**src/rtl/bplc_pkg.sv**
```systemverilog
`timescale 1ns / 1ps

package bplc_pkg;

    localparam int CNT_W   = 16;
    localparam int PHASE_W = CNT_W + 1;
    localparam int CFG_AW  = 5;
    localparam int CFG_DW  = 32;

    localparam logic [CNT_W-1:0] CNT_MAX = {CNT_W{1'b1}};

    localparam logic [CNT_W-1:0] PAIR_HOLD_RST    = 16'd3000;
    localparam logic [CNT_W-1:0] SLEEP_HOLD_RST   = 16'd5000;
    localparam logic [CNT_W-1:0] PAIR_TIMEOUT_RST = 16'd20000;
    localparam logic [CNT_W-1:0] PAIR_BLINK_RST   = 16'd150;
    localparam logic [CNT_W-1:0] IDLE_ON_RST      = 16'd80;
    localparam logic [CNT_W-1:0] IDLE_OFF_RST     = 16'd2000;

    // register index (paddr[4:2])
    localparam logic [2:0] REG_PAIR_HOLD    = 3'd0;
    localparam logic [2:0] REG_SLEEP_HOLD   = 3'd1;
    localparam logic [2:0] REG_PAIR_TIMEOUT = 3'd2;
    localparam logic [2:0] REG_PAIR_BLINK   = 3'd3;
    localparam logic [2:0] REG_IDLE_ON      = 3'd4;
    localparam logic [2:0] REG_IDLE_OFF     = 3'd5;

    localparam logic [1:0] REQ_NONE   = 2'd0;
    localparam logic [1:0] REQ_START  = 2'd1;
    localparam logic [1:0] REQ_STOP   = 2'd2;
    localparam logic [1:0] REQ_TOGGLE = 2'd3;

    typedef struct packed {
        logic       button_down;
        logic       link_up;
        logic       link_connect_pulse;
        logic [1:0] pair_request;
    } tick_t;

    typedef struct packed {
        logic led_on;
        logic pairing_active;
        logic pairing_started;
        logic pairing_stopped;
        logic sleep_request;
    } result_t;

    typedef struct packed {
        logic [CNT_W-1:0] pair_hold_ms;
        logic [CNT_W-1:0] sleep_hold_lim;
        logic [CNT_W-1:0] pair_timeout_ms;
        logic [CNT_W-1:0] pair_blink_ms;
        logic [CNT_W-1:0] idle_on_ms;
        logic [CNT_W-1:0] idle_off_ms;
    } cfg_t;

    typedef struct packed {
        logic [CNT_W-1:0]   hold_ticks;
        logic               button_was_up;
        logic               sleep_fired;
        logic               pair_mode;
        logic [CNT_W-1:0]   pair_elapsed;
        logic [CNT_W-1:0]   blink_elapsed;
        logic               led_level;
        logic               blink_level;
        logic [PHASE_W-1:0] idle_phase;
    } state_t;

    localparam state_t STATE_RST = '{
        hold_ticks:    '0,
        button_was_up: 1'b1,
        sleep_fired:   1'b0,
        pair_mode:     1'b0,
        pair_elapsed:  '0,
        blink_elapsed: '0,
        led_level:     1'b0,
        blink_level:   1'b0,
        idle_phase:    '0
    };

    function automatic logic [CNT_W-1:0] inc_sat(input logic [CNT_W-1:0] x);
        return (x == CNT_MAX) ? CNT_MAX : x + CNT_W'(1);
    endfunction

endpackage

```
**src/rtl/bplc_tick_logic.sv**
```systemverilog
`timescale 1ns / 1ps

module bplc_tick_logic
    import bplc_pkg::*;
(
    input  state_t  cur_state,
    input  cfg_t    cfg,
    input  tick_t   tick,
    output state_t  next_state,
    output result_t result
);

    always_comb
    begin
        state_t             s;
        logic               pressed;
        logic               linked;
        logic               ev_start;
        logic               ev_stop;
        logic               slp;
        logic [PHASE_W-1:0] period;
        logic [PHASE_W:0]   phase_inc;

        s         = cur_state;
        pressed   = tick.button_down;
        linked    = tick.link_up | tick.link_connect_pulse;
        ev_start  = 1'b0;
        ev_stop   = 1'b0;
        slp       = 1'b0;
        period    = {1'b0, cfg.idle_on_ms} + {1'b0, cfg.idle_off_ms};
        phase_inc = {1'b0, s.idle_phase} + (PHASE_W+1)'(1);

        s.pair_elapsed  = inc_sat(s.pair_elapsed);
        s.blink_elapsed = inc_sat(s.blink_elapsed);
        if (phase_inc >= {1'b0, period})
        begin
            s.idle_phase = '0;
        end
        else
        begin
            s.idle_phase = phase_inc[PHASE_W-1:0];
        end

        if (tick.link_connect_pulse)
        begin
            if (s.pair_mode)
            begin
                ev_stop = 1'b1;
            end
            s.pair_mode = 1'b0;
            s.led_level = 1'b0;
        end

        case (tick.pair_request)
            REQ_NONE:
            begin
            end
            REQ_START:
            begin
                if (linked)
                begin
                    s.pair_mode    = 1'b1;
                    s.pair_elapsed = '0;
                    ev_start       = 1'b1;
                end
            end
            REQ_STOP:
            begin
                if (linked)
                begin
                    s.pair_mode = 1'b0;
                    s.led_level = 1'b0;
                    ev_stop     = 1'b1;
                end
            end
            REQ_TOGGLE:
            begin
                if (s.pair_mode)
                begin
                    s.pair_mode = 1'b0;
                    s.led_level = 1'b0;
                    ev_stop     = 1'b1;
                end
                else
                begin
                    s.pair_mode    = 1'b1;
                    s.pair_elapsed = '0;
                    ev_start       = 1'b1;
                end
            end
        endcase

        if (pressed)
        begin
            if (s.button_was_up)
            begin
                s.hold_ticks    = '0;
                s.button_was_up = 1'b0;
                s.sleep_fired   = 1'b0;
            end
            else
            begin
                s.hold_ticks = inc_sat(s.hold_ticks);
            end
            if (!s.pair_mode)
            begin
                s.led_level = 1'b1;
            end
            if (!s.sleep_fired && s.hold_ticks >= cfg.sleep_hold_lim)
            begin
                s.sleep_fired = 1'b1;
                slp           = 1'b1;
                s.pair_mode   = 1'b0;
            end
        end
        else
        begin
            if (!s.button_was_up)
            begin
                s.hold_ticks = inc_sat(s.hold_ticks);
                if (!s.sleep_fired && s.hold_ticks >= cfg.pair_hold_ms)
                begin
                    if (s.pair_mode)
                    begin
                        s.pair_mode = 1'b0;
                        s.led_level = 1'b0;
                        ev_stop     = 1'b1;
                    end
                    else
                    begin
                        s.pair_mode    = 1'b1;
                        s.pair_elapsed = '0;
                        ev_start       = 1'b1;
                    end
                end
            end
            if (!s.pair_mode)
            begin
                s.led_level = 1'b0;
            end
            s.button_was_up = 1'b1;
            s.sleep_fired   = 1'b0;
        end

        if (s.pair_mode && !pressed)
        begin
            if (s.pair_elapsed >= cfg.pair_timeout_ms)
            begin
                s.pair_mode = 1'b0;
                s.led_level = 1'b0;
                ev_stop     = 1'b1;
            end
            else if (s.blink_elapsed >= cfg.pair_blink_ms)
            begin
                s.blink_elapsed = '0;
                s.blink_level   = !s.blink_level;
                s.led_level     = s.blink_level;
            end
        end

        if (!linked && !s.pair_mode && !pressed)
        begin
            s.led_level = (s.idle_phase < {1'b0, cfg.idle_on_ms});
        end

        next_state             = s;
        result.led_on          = s.led_level;
        result.pairing_active  = s.pair_mode;
        result.pairing_started = ev_start;
        result.pairing_stopped = ev_stop;
        result.sleep_request   = slp;
    end

endmodule

```
**src/rtl/button_pairing_led_controller_core.sv**
```systemverilog
// Channel | Direction | Handshake                  | Payload
// tick    | in        | tick_valid / tick_stall     | tick   (tick_t)
// result  | out       | result_valid / result_stall | result (result_t)
// config  | in        | APB psel/penable/pwrite     | 6 x 16-bit registers at 4*i
//
// One tick per clock cycle sustained unless the result stalls; a tick passes the
// input register, then the tick logic feeding the result and state registers.
// The state update is one combinational pass, which sets the rate.
// Reset (rst_n low, asynchronous) clears the pipeline and loads default timings.
// A stalled result holds the pipeline; ticks are taken while the input
// register is empty or moving on.
`timescale 1ns / 1ps

module button_pairing_led_controller_core
    import bplc_pkg::*;
(
    input  logic              clk,
    input  logic              rst_n,

    input  logic              tick_valid,
    output logic              tick_stall,
    input  tick_t             tick,

    output logic              result_valid,
    input  logic              result_stall,
    output result_t           result,

    input  logic              psel,
    input  logic              penable,
    input  logic              pwrite,
    input  logic [CFG_AW-1:0] paddr,
    input  logic [CFG_DW-1:0] pwdata,
    output logic [CFG_DW-1:0] prdata,
    output logic              pready
);

    cfg_t    cfg_reg;
    state_t  state_reg;
    state_t  state_next;
    result_t result_next;
    result_t result_reg;
    tick_t   tick_reg;
    logic    tick_valid_reg;
    logic    result_valid_reg;
    logic    load_result;
    logic    take_tick;
    logic    cfg_write;

    assign pready    = 1'b1;
    assign cfg_write = psel & penable & pwrite;

    always_ff @(posedge clk or negedge rst_n)
    begin
        if (!rst_n)
        begin
            cfg_reg <= '{
                pair_hold_ms:    PAIR_HOLD_RST,
                sleep_hold_lim:  SLEEP_HOLD_RST,
                pair_timeout_ms: PAIR_TIMEOUT_RST,
                pair_blink_ms:   PAIR_BLINK_RST,
                idle_on_ms:      IDLE_ON_RST,
                idle_off_ms:     IDLE_OFF_RST
            };
        end
        else if (cfg_write)
        begin
            unique case (paddr[4:2])
                REG_PAIR_HOLD:    cfg_reg.pair_hold_ms    <= pwdata[CNT_W-1:0];
                REG_SLEEP_HOLD:   cfg_reg.sleep_hold_lim  <= pwdata[CNT_W-1:0];
                REG_PAIR_TIMEOUT: cfg_reg.pair_timeout_ms <= pwdata[CNT_W-1:0];
                REG_PAIR_BLINK:   cfg_reg.pair_blink_ms   <= pwdata[CNT_W-1:0];
                REG_IDLE_ON:      cfg_reg.idle_on_ms      <= pwdata[CNT_W-1:0];
                REG_IDLE_OFF:     cfg_reg.idle_off_ms     <= pwdata[CNT_W-1:0];
                default:
                begin
                end
            endcase
        end
    end

    always_comb
    begin
        unique case (paddr[4:2])
            REG_PAIR_HOLD:    prdata = {{(CFG_DW-CNT_W){1'b0}}, cfg_reg.pair_hold_ms};
            REG_SLEEP_HOLD:   prdata = {{(CFG_DW-CNT_W){1'b0}}, cfg_reg.sleep_hold_lim};
            REG_PAIR_TIMEOUT: prdata = {{(CFG_DW-CNT_W){1'b0}}, cfg_reg.pair_timeout_ms};
            REG_PAIR_BLINK:   prdata = {{(CFG_DW-CNT_W){1'b0}}, cfg_reg.pair_blink_ms};
            REG_IDLE_ON:      prdata = {{(CFG_DW-CNT_W){1'b0}}, cfg_reg.idle_on_ms};
            REG_IDLE_OFF:     prdata = {{(CFG_DW-CNT_W){1'b0}}, cfg_reg.idle_off_ms};
            default:          prdata = '0;
        endcase
    end

    assign load_result = tick_valid_reg & (~result_valid_reg | ~result_stall);
    assign take_tick   = ~tick_valid_reg | load_result;
    assign tick_stall  = ~take_tick;

    always_ff @(posedge clk or negedge rst_n)
    begin
        if (!rst_n)
        begin
            tick_valid_reg <= 1'b0;
        end
        else if (take_tick)
        begin
            tick_valid_reg <= tick_valid;
        end
    end

    always_ff @(posedge clk)
    begin
        if (take_tick && tick_valid)
        begin
            tick_reg <= tick;
        end
    end

    bplc_tick_logic u_tick_logic (
        .cur_state  (state_reg),
        .cfg        (cfg_reg),
        .tick       (tick_reg),
        .next_state (state_next),
        .result     (result_next)
    );

    always_ff @(posedge clk or negedge rst_n)
    begin
        if (!rst_n)
        begin
            state_reg        <= STATE_RST;
            result_valid_reg <= 1'b0;
        end
        else
        begin
            if (load_result)
            begin
                state_reg <= state_next;
            end
            if (load_result)
            begin
                result_valid_reg <= 1'b1;
            end
            else if (!result_stall)
            begin
                result_valid_reg <= 1'b0;
            end
        end
    end

    always_ff @(posedge clk)
    begin
        if (load_result)
        begin
            result_reg <= result_next;
        end
    end

    assign result_valid = result_valid_reg;
    assign result       = result_reg;

`ifndef SYNTHESIS
    a_sleep_clears_pairing: assert property (@(posedge clk) disable iff (!rst_n)
        result_valid && result.sleep_request |-> !result.pairing_active)
        else $error("sleep request with pairing still active");

    a_state_matches_result: assert property (@(posedge clk) disable iff (!rst_n)
        $past(load_result) |-> (state_reg.pair_mode == result.pairing_active)
                               && (state_reg.led_level == result.led_on))
        else $error("state and delivered result disagree");

    a_sleep_only_while_held: assert property (@(posedge clk) disable iff (!rst_n)
        state_reg.sleep_fired |-> !state_reg.button_was_up)
        else $error("sleep flag set with button released");

    a_hold_when_full: assert property (@(posedge clk) disable iff (!rst_n)
        tick_valid_reg && result_valid && result_stall |-> tick_stall)
        else $error("tick taken while pipeline is blocked");
`endif

endmodule
```
**config.mk**
```make
export PLATFORM = sky130hd
export DESIGN_NAME = button_pairing_led_controller_core
export DESIGN_NICKNAME = d
export VERILOG_FILES = /design/src/rtl/bplc_pkg.sv /design/src/rtl/bplc_tick_logic.sv /design/src/rtl/button_pairing_led_controller_core.sv
export SDC_FILE = /design/constraint.sdc
export NUM_CORES = 1
export LEC_CHECK = 0
export ABC_AREA = 0
export BUFFER_PORTS_ARGS = -buffer_cell sky130_fd_sc_hd__buf_2
export CORE_MARGIN = 5
export CORE_UTILIZATION = 50
export CTS_BUF_LIST = sky130_fd_sc_hd__clkbuf_8 sky130_fd_sc_hd__clkbuf_16
export CTS_CLUSTER_SIZE = 16
export DETAILED_ROUTE_END_ITERATION = 10
export PLACE_DENSITY = 0.78
export SKIP_CTS_REPAIR_TIMING = 1
export SLEW_MARGIN = 20
export SYNTH_ARGS = -nofsm -noshare
export SYNTH_HDL_FRONTEND = slang
export SYNTH_SLANG_ARGS = --single-unit
```
**constraint.sdc**
```tcl
create_clock -name clk -period 5.75 [get_ports clk]
set_input_delay 0.2875 -clock clk [delete_from_list [all_inputs] [get_ports clk]]
set_output_delay 0.2875 -clock clk [all_outputs]
set_load 0.01 [all_outputs]
```
; ---- Yosys cells after proc, flatten, opt, wreduce, memory -nomap -nowiden
; Cells that the tools add are included.
[totals]
regBits = 178
in_bits = 49
output_inout_bits = 40
word_cells = 145
[classes]
add_sub_neg = 5
order_cmp = 6
eq_ne = 13
mux = 63
bitwise_logic = 11
reduce_logical = 21
[op_table]
columns = cell, count
row1 = 16-bit 2-to-1 mux, 10
row2 = 16-bit case mux with 6 select lines, 1
row3 = 17-bit 2-to-1 mux, 5
row4 = 16-bit greater-or-equal comparator, 4
row5 = "16-bit by 1-bit adder with 16-bit output, second input constant", 3
row6 = "16-bit == test, second input constant", 3
row7 = 1-bit 2-to-1 mux, 37
row8 = 18-bit 2-to-1 mux, 2
row9 = 16-bit case mux with 2 select lines, 1
row10 = 19-bit 2-to-1 mux, 1
row11 = "17-bit by 1-bit adder with 18-bit output, second input constant", 1
row12 = 18-bit by 17-bit greater-or-equal comparator with 1-bit output, 1
row13 = 16-bit by 16-bit adder with 17-bit output, 1
row14 = 17-bit by 16-bit less-than comparator with 1-bit output, 1
row15 = 2-bit AND reduction, 7
row16 = "3-bit by 2-bit == test with 1-bit output, second input constant", 2
row17 = "3-bit == test, second input constant", 2
row18 = 1-bit logical AND, 6
row19 = 1-bit logical NOT, 6
row20 = 1-bit case mux with 2 select lines, 3
row21 = 1-bit inverter, 5
row22 = "2-bit == test, second input constant", 2
row23 = 2-bit 2-to-1 mux, 2
row24 = "2-bit by 1-bit inequality test with 1-bit output, second input constant", 2
row25 = other kinds (7), 11

; ---- Depth between registers and ports, before layout
; Gate-level depths: netlist of run 1.
[logic_depth]
ltp_word = 16
ltp_mapped = 29
mapped_depth_nobuf = 25

; ---- Hierarchy
; A second synthesis of run 1 with hierarchy kept.
[hier_totals]
cells_unflattened = 1252
hier_area_um2 = 12821.0
[by_module_without_submodules]
columns = mod, instances, cells_per_inst, area_per_inst_um2, seq_area_each_um2
row1 = button_pairing_led_controller_core, 1, 510, 7657.3, 4541.9
row2 = bplc_tick_logic, 1, 742, 5163.7, 0.0

; ---- Least setup slack after synthesis of run 1
; Ideal clock, no wire load.
[synth_path]
path_type = register to register
startpoint = register state_reg[54] in the netlist's numbering
endpoint = register state_reg[21] in the netlist's numbering
setup_time_ps = 128
arrival_ps = 5312
required_time_ps = 5622
slack_ps = 310
path_stages_with_launch = 30
path_buffers = 7
period_less_slack_ps = 5440
path_cell_list = dfrtp_1 -> ha_1 -> nand3_2 -> or2_1 -> buf_6 -> or3_4 -> buf_6 -> buf_8 -> buf_12 -> nand2_1 -> ha_1 -> o21a_1 -> nor2_1 -> o31a_1 -> o2111ai_1 -> nand4_1 -> o21ai_1 -> buf_2 -> buf_1 -> a21oi_1 -> ha_1 -> a21o_1 -> a21o_1 -> a21oi_1 -> o21ai_0 -> a211oi_1 -> nand2_1 -> nor2_2 -> clkbuf_2 -> o21ai_0
[synth_rtl]
columns = element, line_no
row1 = start: declaration, button_pairing_led_controller_core.sv:38  ; state_t state_reg;
row2 = start signal: assignment, button_pairing_led_controller_core.sv:137  ; state_reg <= state_next;

==> qor.csv, run 1 <==
metric;value;unit
nNetsFinal;1595;
core_area;0.0242;mm²
syn2layout_area_growth;12.6;%
tns;0;ps
slew_headroom;31.0;%
grt_overflow;0;
syn-cell-area;0.0122;mm²
yosys_warnings;0;
fin_crit_sh;98.9;%
p_leak;6.57;nW
initial_utilization;50.4;%
drive_gt1_share;18.5;%
synth_top_family_by_area;compound AO/OA/AOI/OAI gates;
viasPerCell;5.80;
die_w;166;µm
tightest_slew;1030;ps
first_global_vias;9901;
drc;0;
async_flop_share;94.4;%
crit_start;cfg_reg[0]$_DFFE_PN0P_;
power_per_cell_area;331;mW/mm²
status;finished, final reports clean;
dieArea;0.0276;mm²
timing.rr.start;cfg_reg[0]$_DFFE_PN0P_;
synth_edf_count;10;
htree_levels;4;
synthMuxAreaShare;2.41;%
synthDistinctLibCells;86;
placed_area;0.0128;mm²
yosysSeqAreaShare;37.3;%
cp_max_fo;15;
cp_data_arrival_time;6050;ps
drv_cap;0;
end_kind;flop;
dp_hpwl;23.4;mm
drt_wl_total;32.0;mm
path_buf_inv;1;
drt_iter0_markers;1024;
route.vias.total;10200;
synth_cells;1369;
numPortBuffers;53;
n_antenna_cell;0;
critical-path-top-delay-family;compound AO/OA/AOI/OAI gates;
cts_sinks;178;
synth-simple-area-share;15.4;%
grt_pass1_wl;51.3;mm
antenna_found_initial;1;
hold_violations;0;
synth-compound-area-share;21.1;%
p_seq_share;37.0;%
min_from;tick[4];
finalCriticalPeriod;5690;ps
numCtsBuffers;17;
cp_slowest_stage_delay;510;ps
synth_flop_cell;dfrtp_1;
grt_max_degree;84;
setup_viol;0;
cts_tree;done;
ant_nets;0;
syn_area_per_cell;8.90;µm²
drt-wirelength-per-cell;18.1;µm
critPathLaunchType;flop;
crit_slowest_cell;or4_4;
synth_seq_cells;178;
rows;57;
largest_register_ffs;96;
die_h;166;µm
p_sw_share;35.6;%
finalClockSkew;10.9;ps
clk_pin_slew;70;ps
worstSetupPathType;reg2reg;
crit_required;6110;ps
fin_area;0.0137;mm²
synthAdderAreaFrac;12.2;%
min_path_type;in2reg;
p_int;2.93;mW
cts_root_buffer;clkbuf_16;
clockBufferDepth;2;
p_switching;1.62;mW
grt_setup_unrepaired;yes;
grt.total_usage;22.8;%
dr.pass1.iters;5;
io_pins;89;
p_clk_share;28.8;%
max_freq;176;MHz
maxSlewViolCount;0;
globalplace.congestion;0.869;
worstSkewPairLatency;440;ps
synth_xor_area_share;4.46;%
totalPowerFinal;4.55;mW
irDropWorstVdd;0.180;mV
combPwrFrac;34.2;%
routing by layer:
| metal | share of wire (%) | vias up | track usage (%) | routed length (µm) |
|---|---|---|---|---|
| met4 | 3.6 | 2 | 8.25 | 1160 |
| met1 | 42 | 4820 | 30.5 | 13400 |
| met2 | 47 | 397 | 37.0 | 14900 |
| met5 | 0.031 | - | 0 | 10 |
| li1 | - | 4953 | - | - |
| met3 | 7.6 | 67 | 4.67 | 2420 |
worst paths after layout:
path                                        endpoint  slack (ps)  cells past startpoint
setup / recovery           state_reg[18]$_DFFE_PN0P_          60                     25
hold / removal                 tick_reg[4]$_DFFE_PP_          20                      1
setup reg to reg           state_reg[18]$_DFFE_PN0P_          60                     25
hold reg to reg            state_reg[17]$_DFFE_PN0P_         470                      1
max in group asynchronous  state_reg[26]$_DFFE_PN0P_        4180                      3
min in group asynchronous   state_reg[2]$_DFFE_PN0P_         460                      2
worst register-to-register path, stage by stage, from the launching register on:
cell and delay (ps):
dfrtp_1 390, ha_2 200, fa_2 350, a21o_1 200, a21o_1 200, a21oi_2 160
o21ai_2 100, a41oi_2 180, a21oi_2 90, a311o_1 350, xnor2_1 140, ha_1 310
nand3_2 110, o22ai_2 100, nor3_2 240, nor2_2 80, or4_4 510, buf_12 170
nor2_1 130, ha_1 270, and4_1 210, nand3_1 110, o31ai_1 90, a221oi_2 350
o211ai_1 290, a41oi_2 260
per-stage QoR:
stage	hold slack, ps	utilization, %	worst slack [ps]	cells
after floorplan	-8.09	-	310	1384
after global placement	378	53.1	-1.12	1728
after detailed placement	375	53.1	-208	1728
after CTS	-83.6	55.9	-265	1760
after global routing	0.00283	56.8	-144	1766
final	16.0	56.8	61.6	1766
cells by family (layout without fill, tap and decap cells):
group / count (synthesis) / count (layout)
simple gates: 408 / 408
compound gates: 381 / 381
buf+inv: 194 / 252
flops: 178 / 178
fa+ha+maj: 118 / 118
xor+xnor: 62 / 62
mux: 26 / 26
other cells: 2 / 17
power by group through the flow:
stage               Combinational [mW]  Clock, mW  Sequential (mW)
global placement                  1.36          0             1.69
CTS                               1.44       1.32             1.68
floorplan                         1.01          0             1.64
global route                      1.72       1.38             1.71
finish                            1.55       1.31             1.68
detailed placement                1.42          0             1.70
area by class of cell:
cell class	count	area, µm²
clock buffer	20	467
clock inverter	12	190
fill	2054	10500
inverter	120	450
multi-input combinational	1012	7000
sequential	178	4540
tap	324	405
timing repair buffer	100	664
cells in the mapped netlist (8+ instances only):
cell type	count	area share (%)
a21o_1	24	1.5
a21oi_1	79	3.2
a21oi_2	8	0.57
a221oi_1	16	1.1
a22o_1	11	0.79
a22oi_1	9	0.55
a31oi_1	9	0.46
and3_1	20	1.0
buf_4	18	1.1
clkbuf_1	41	1.3
dfrtp_1	138	28
dfstp_2	30	6.5
edfxtp_1	10	2.5
ha_1	116	12
inv_1	119	3.7
mux2_2	23	2.1
nand2_1	198	6.1
nand2b_1	13	0.67
nand3_1	45	1.8
nand4_1	13	0.67
nor2_1	59	1.8
nor2b_1	10	0.51
nor3_1	14	0.57
o21ai_0	121	5.0
o21ai_1	8	0.33
o221ai_1	13	0.93
o31ai_2	15	1.5
xnor2_1	31	2.2
xor2_1	31	2.2
placed cells by master (no fill, tap or decap), types with 6 or more instances in the layout:
cell       instances
o21ai_0          120
conb_1            17
nand4_1           13
nand2b_1          13
nor3_1            12
xnor2_1           31
a21o_1            24
ha_1             114
buf_2             52
edfxtp_1          10
dfstp_2           30
inv_1            119
nor2b_1           10
a21oi_1           74
a22oi_1            9
dfrtp_1          137
o21ai_1            7
o221ai_1          13
o21a_1             7
nor2_1            52
nand3_1           43
clkbuf_16         17
a22o_1            11
xor2_1            31
a31oi_1            9
mux2_2            23
a21oi_2           13
a221oi_1          14
o31ai_2           15
nor4_1             6
nor2_2             6
buf_4             43
and3_1            18
a31o_2             7
nand2_1          197
No activity file was read; power rests on OpenSTA's default activity.
==> run 2: changes to the inputs <==
Settings changed: PLACE_DENSITY 0.78 to 0.75.
Clock period 5.75 ns to 6.2 ns, I/O delays scaled along.
==> run 2 against run 1 <==
  * The run now ends with hold timing left
  * Power is 13% lower
  * Maximum frequency decreased by 2.3%
  * Final area down 2.8%
  * Clock-buffer cell count decreased by 3
  * Critical path type unchanged
  * Critical endpoint unchanged
==> qor.csv, run 2 (same netlist as run 1, synthesis figures left out) <==
metric;value;unit;change
status;finished, violations left;;was finished, final reports clean
violations;hold timing;;
syn2layout_area_growth;9.45;%;was 12.6%
drive_gt1_share;15.7;%;was 18.5%
ant_nets;0;;unchanged
dieArea;0.0276;mm²;unchanged
crit_required;6560;ps;was 6110 ps
cp_data_arrival_time;6180;ps;was 6050 ps
grt_use_met3;5.09;%;was 4.67%
path_buf_inv;2;;was 1
tns;0;ps;unchanged
route.vias.total;9975;;was 10200
critical-path-top-delay-family;compound AO/OA/AOI/OAI gates;;unchanged
tightest_slew;1080;ps;was 1030 ps
met2_usage;36.0;%;was 37.0%
n_antenna_cell;0;;unchanged
numCtsBuffers;17;;unchanged
nNetsFinal;1572;;was 1595
fill_cells;2074;;was 2054
p_leak;6.41;nW;was 6.57 nW
slew_headroom;27.9;%;was 31.0%
max_freq;172;MHz;was 176 MHz
post-place-ws;222;ps;was -208 ps
dr.pass1.iters;5;;unchanged
globalplace.congestion;0.892;;was 0.869
hold_violations;76;;was 0
rr_worst_depth;25;;unchanged
critPathMostFrequentCell;ha_1;;
cts_sinks;178;;unchanged
irDropWorstVdd;0.175;mV;was 0.180 mV
die_h;166;µm;unchanged
grt_pass1_wl;49.6;mm;was 51.3 mm
busiest_layer;met2;;unchanged
core_area;0.0242;mm²;unchanged
cts_tree;done;;unchanged
viasPerCell;5.72;;was 5.80
worstSetupPathType;reg2reg;;unchanged
maxSlewViolCount;0;;unchanged
layout_common_cells;nand2_1, dfrtp_1, o21ai_0;;unchanged
die_w;166;µm;unchanged
io_pins;89;;unchanged
first_global_vias;9515;;was 9901
layout_commonest_cell;nand2_1;;unchanged
drt_iter0_markers;874;;was 1024
antenna_found_initial;0;;was 1
grt_overflow;0;;unchanged
initial_utilization;50.4;%;unchanged
largest_register_ffs;96;;unchanged
critPathLaunchType;flop;;unchanged
grt.total_usage;22.1;%;was 22.8%
cp_max_fo;12;;was 15
finalCriticalPeriod;5820;ps;was 5690 ps
power_per_cell_area;298;mW/mm²;was 331 mW/mm²
hold_ws;-72.8;ps;was 16.0 ps
fin_ws;376;ps;was 61.6 ps
numPortBuffers;53;;unchanged
cts_root_buffer;clkbuf_16;;unchanged
drt-wirelength-per-cell;17.6;µm;was 18.1 µm
critical_path_depth;25;;unchanged
clk_pin_slew;80;ps;was 70 ps
clockBufferDepth;2;;unchanged
cp_slowest_stage_delay;520;ps;was 510 ps
htree_levels;4;;unchanged
crit_slowest_cell;or4_1;;was or4_4
drv_cap;0;;unchanged
fin_crit_sh;93.9;%;was 98.9%
drt_wl_total;30.6;mm;was 32.0 mm
end_kind;flop;;unchanged
finalClockSkew;16.7;ps;was 10.9 ps
rows;57;;unchanged
drc;0;;unchanged
dp_hpwl;22.9;mm;was 23.4 mm
grt_max_degree;85;;was 84
min_path_type;in2async;;was in2reg
setup_viol;0;;unchanged
worstSkewPairLatency;440;ps;about the same
grt_use_met1;29.3;%;was 30.5%
## run 2: cell types whose count changed in the layout (fill, tap and decap cells not counted), sizes merged
cell,change
clkinv,+4
clkinvlp,+1
bufinv,-3
dlygate4sd3,-1
clkbuf,-3
inv,+1
buf,-22
## run 2: path summary, 6_finish.rpt
check	start	end	slack, ps
setup / recovery	cfg_reg[0]$_DFFE_PN0P_	state_reg[18]$_DFFE_PN0P_	380
hold / removal	rst_n	state_reg[1]$_DFFE_PN0P_	-70
setup reg to reg	cfg_reg[0]$_DFFE_PN0P_	state_reg[18]$_DFFE_PN0P_	380
hold reg to reg	state_reg[17]$_DFFE_PN0P_	state_reg[17]$_DFFE_PN0P_	480
max in group asynchronous	rst_n	cfg_reg[78]$_DFFE_PN0P_	5140
min in group clk	tick[1]	tick_reg[1]$_DFFE_PP_	40
## run 2: per-layer routing
metal / vias to the layer above / share of wire, %
li1: 4879 / -
met1: 4725 / 45
met2: 312 / 45
met3: 59 / 6.7
met4: 0 / 3.3
met5: - / 0
## run 2: layout make-up
class                   count  area, µm²  area share (%)
clock buffers              17        425            3.19
clock inverters            15        165            1.24
inverters                 120        450            3.38
multi-input cells        1012       6900            51.7
flip-flops and latches    178       4540            34.0
well taps                 324        405            3.04
repair buffers             77        455            3.41
## run 2: report_power, final
part / leakage, nW / internal [mW] / switching [mW]
sequential: 2.16 / 1.40 / 0.164
combinational: 3.97 / 0.529 / 0.776
clock: 0.290 / 0.575 / 0.526
## run 2: per-stage QoR
step	area [µm²]	power (mW)	cells	utilization (%)
floorplan	12200	2.46	1384	-
global placement	12700	2.79	1708	52.5
detailed placement	12700	2.85	1708	52.5
CTS	13300	3.95	1740	54.9
global route	13300	4.24	1743	55.2
finish	13300	3.97	1743	55.2
## run 2: worst reg2reg max path, stage by stage (launching register included)
cell      delay (ps)
dfrtp_1          410
ha_1             250
fa_1             400
a21o_1           190
a21o_1           210
a21oi_2          160
o21ai_1          120
a41oi_2          230
a21oi_1          130
a311o_1          400
xnor2_1          170
ha_1             270
nand3_1          120
o22ai_1          110
nor3_2           100
nor2_1            70
or4_1            520
buf_4            210
nor2_1           100
ha_1             240
and3_1           180
a221o_1          340
a221oi_1         250
buf_4            190
o211ai_1         160
a41oi_2          230
==> run 3: changes to the inputs <==
Settings changed: HOLD_SLACK_MARGIN set to 0.15, SETUP_SLACK_MARGIN set to 0.5.
==> run 3 against run 2 <==
  * The run now ends clean
  * Clock-buffer cell count unchanged
  * First-iteration DRC count is 4.5% lower
  * Final area increased by 3.6%
  * Die area stayed put
  * Clock skew is 3.6 ps lower
  * Critical path depth increased by 1
  * Power grew 2.9%
  * Worst hold slack improved by 220 ps
  * Critical path type unchanged
  * Critical endpoint is now result[4]$_DFFE_PP_
==> qor.csv, run 3 (same netlist as run 1, synthesis figures left out) <==
metric;value;unit;change
drt_iter0_markers;835;;was 874
p_sw_share;37.2;%;was 36.9%
rows;57;;unchanged
tns;0;ps;unchanged
p_int;2.56;mW;was 2.50 mW
fin_crit_sh;89.3;%;was 93.9%
die_w;166;µm;unchanged
numCtsBuffers;17;;unchanged
maxSlewViolCount;0;;unchanged
htree_levels;4;;unchanged
dpl.cell_count;1708;;unchanged
core_area;0.0242;mm²;unchanged
largest_register_ffs;96;;unchanged
finalCriticalPeriod;5540;ps;was 5820 ps
hold_violations;0;;was 76
critPathLaunchType;flop;;unchanged
dieArea;0.0276;mm²;unchanged
cp_slowest_stage_delay;600;ps;was 520 ps
initial_utilization;50.4;%;unchanged
max_freq;181;MHz;was 172 MHz
layout_commonest_cell;nand2_1;;unchanged
grt_overflow;0;;unchanged
totalPowerFinal;4.08;mW;was 3.97 mW
p_seq_share;38.4;%;was 39.4%
finalCoreUtilization;57.2;%;was 55.2%
grt_pass1_wl;49.6;mm;unchanged
cts_tree;done;;unchanged
cts_sinks;178;;unchanged
drv_cap;0;;unchanged
layout_common_cells;nand2_1, dfrtp_1, o21ai_0, inv_1, ha_1;;was nand2_1, dfrtp_1, o21ai_0
drive_gt1_share;19.0;%;was 15.7%
dp_hpwl;22.9;mm;unchanged
worstSkewPairLatency;440;ps;about the same
p_leak;6.57;nW;was 6.41 nW
hold_ws;151;ps;was -72.8 ps
drt_wl_total;31.8;mm;was 30.6 mm
p_switching;1.52;mW;was 1.47 mW
drc;0;;unchanged
globalplace.congestion;0.892;;unchanged
finalClockSkew;13.1;ps;was 16.7 ps
viasPerCell;5.73;;was 5.72
cp_max_fo;6;;was 12
n_antenna_cell;0;;unchanged
power_per_cell_area;295;mW/mm²;was 298 mW/mm²
tightest_slew;1080;ps;about the same
irDropWorstVdd;0.174;mV;was 0.175 mV
route.vias.total;10200;;was 9975
numPortBuffers;53;;unchanged
antenna_found_initial;0;;unchanged
grt_setup_unrepaired;yes;;
io_pins;89;;unchanged
cts_root_buffer;clkbuf_16;;unchanged
clk_pin_slew;80;ps;about the same
slew_headroom;27.8;%;was 27.9%
setup_viol;0;;unchanged
cp_data_arrival_time;5720;ps;was 6180 ps
min_path_type;in2reg;;was in2async
drt-wirelength-per-cell;17.9;µm;was 17.6 µm
combPwrFrac;34.5;%;was 32.9%
status;finished, final reports clean;;was finished, violations left
dr.pass1.iters;5;;unchanged
end_kind;flop;;unchanged
first_global_vias;9515;;unchanged
crit_required;6380;ps;was 6560 ps
grt_max_degree;85;;unchanged
fill_cells;2022;;was 2074
syn2layout_area_growth;13.4;%;was 9.45%
clockBufferDepth;2;;unchanged
p_clk_share;27.1;%;was 27.7%
nNetsFinal;1604;;was 1572
critical-path-top-delay-family;compound AO/OA/AOI/OAI gates;;unchanged
path_buf_inv;2;;unchanged
worstSetupPathType;reg2reg;;unchanged
fin_cells;1775;;was 1743
ant_nets;0;;unchanged
crit_slowest_cell;or4_4;;was or4_1
die_h;166;µm;unchanged
grt.total_usage;22.1;%;unchanged
-- run 3: changes by cell type in the layout (fill, tap and decap cells not counted), sizes merged --
cell | previous run | this run
buf | 77 | 97
clkbuf | 17 | 19
dlygate4sd3 | 0 | 9
o21ai | 130 | 131
-- run 3: area by class of cell --
cell class	instances	area [µm²]	area share (%)
clock buffers	17	425	3.08
clock inverters	15	165	1.19
inverters	120	450	3.26
multi-input cells	1013	7060	51.1
flip-flops and latches	178	4550	32.9
well taps	324	405	2.93
repair buffers	108	766	5.54
-- run 3: layer usage --
metal	vias to the layer above	routed length, µm	track usage, %	part of all wire, %
li1	4944	-	-	-
met1	4851	13900	29.3	44
met2	319	14800	36.0	47
met3	50	2110	5.09	6.6
met4	0	995	7.50	3.1
met5	-	0	0	0
-- run 3: stage by stage --
step / setup slack (ps) / area, µm²
after global placement: 350 / 12700
after detailed placement: 222 / 12700
after CTS: 174 / 13300
after global routing: 383 / 13800
final: 664 / 13800
after floorplan: 760 / 12200
-- run 3: path summary, 6_finish.rpt --
check | from | end | slack [ps] | cells after the start
worst max-delay path | cfg_reg[0]$_DFFE_PN0P_ | result[4]$_DFFE_PP_ | 660 | 26
worst min-delay path | pwdata[6] | cfg_reg[22]$_DFFE_PN1P_ | 150 | 3
worst max register to register | cfg_reg[0]$_DFFE_PN0P_ | result[4]$_DFFE_PP_ | 660 | 26
worst min register to register | state_reg[17]$_DFFE_PN0P_ | state_reg[17]$_DFFE_PN0P_ | 480 | 1
max in group asynchronous | rst_n | state_reg[65]$_DFFE_PN0P_ | 4570 | 3
min in group asynchronous | rst_n | state_reg[1]$_DFFE_PN0P_ | 500 | 2
-- run 3: power groups by stage --
stage / logic (mW) / clock network (mW) / registers [mW]
final: 1.41 / 1.11 / 1.57
after global routing: 1.58 / 1.17 / 1.59
after CTS: 1.28 / 1.11 / 1.56
after detailed placement: 1.27 / 0 / 1.58
after global placement: 1.22 / 0 / 1.57
after floorplan: 0.939 / 0 / 1.52
-- run 3: worst min-delay path: stages --
cell	delay, ps
buf_2	140
nand2_1	60
o21ai_0	70
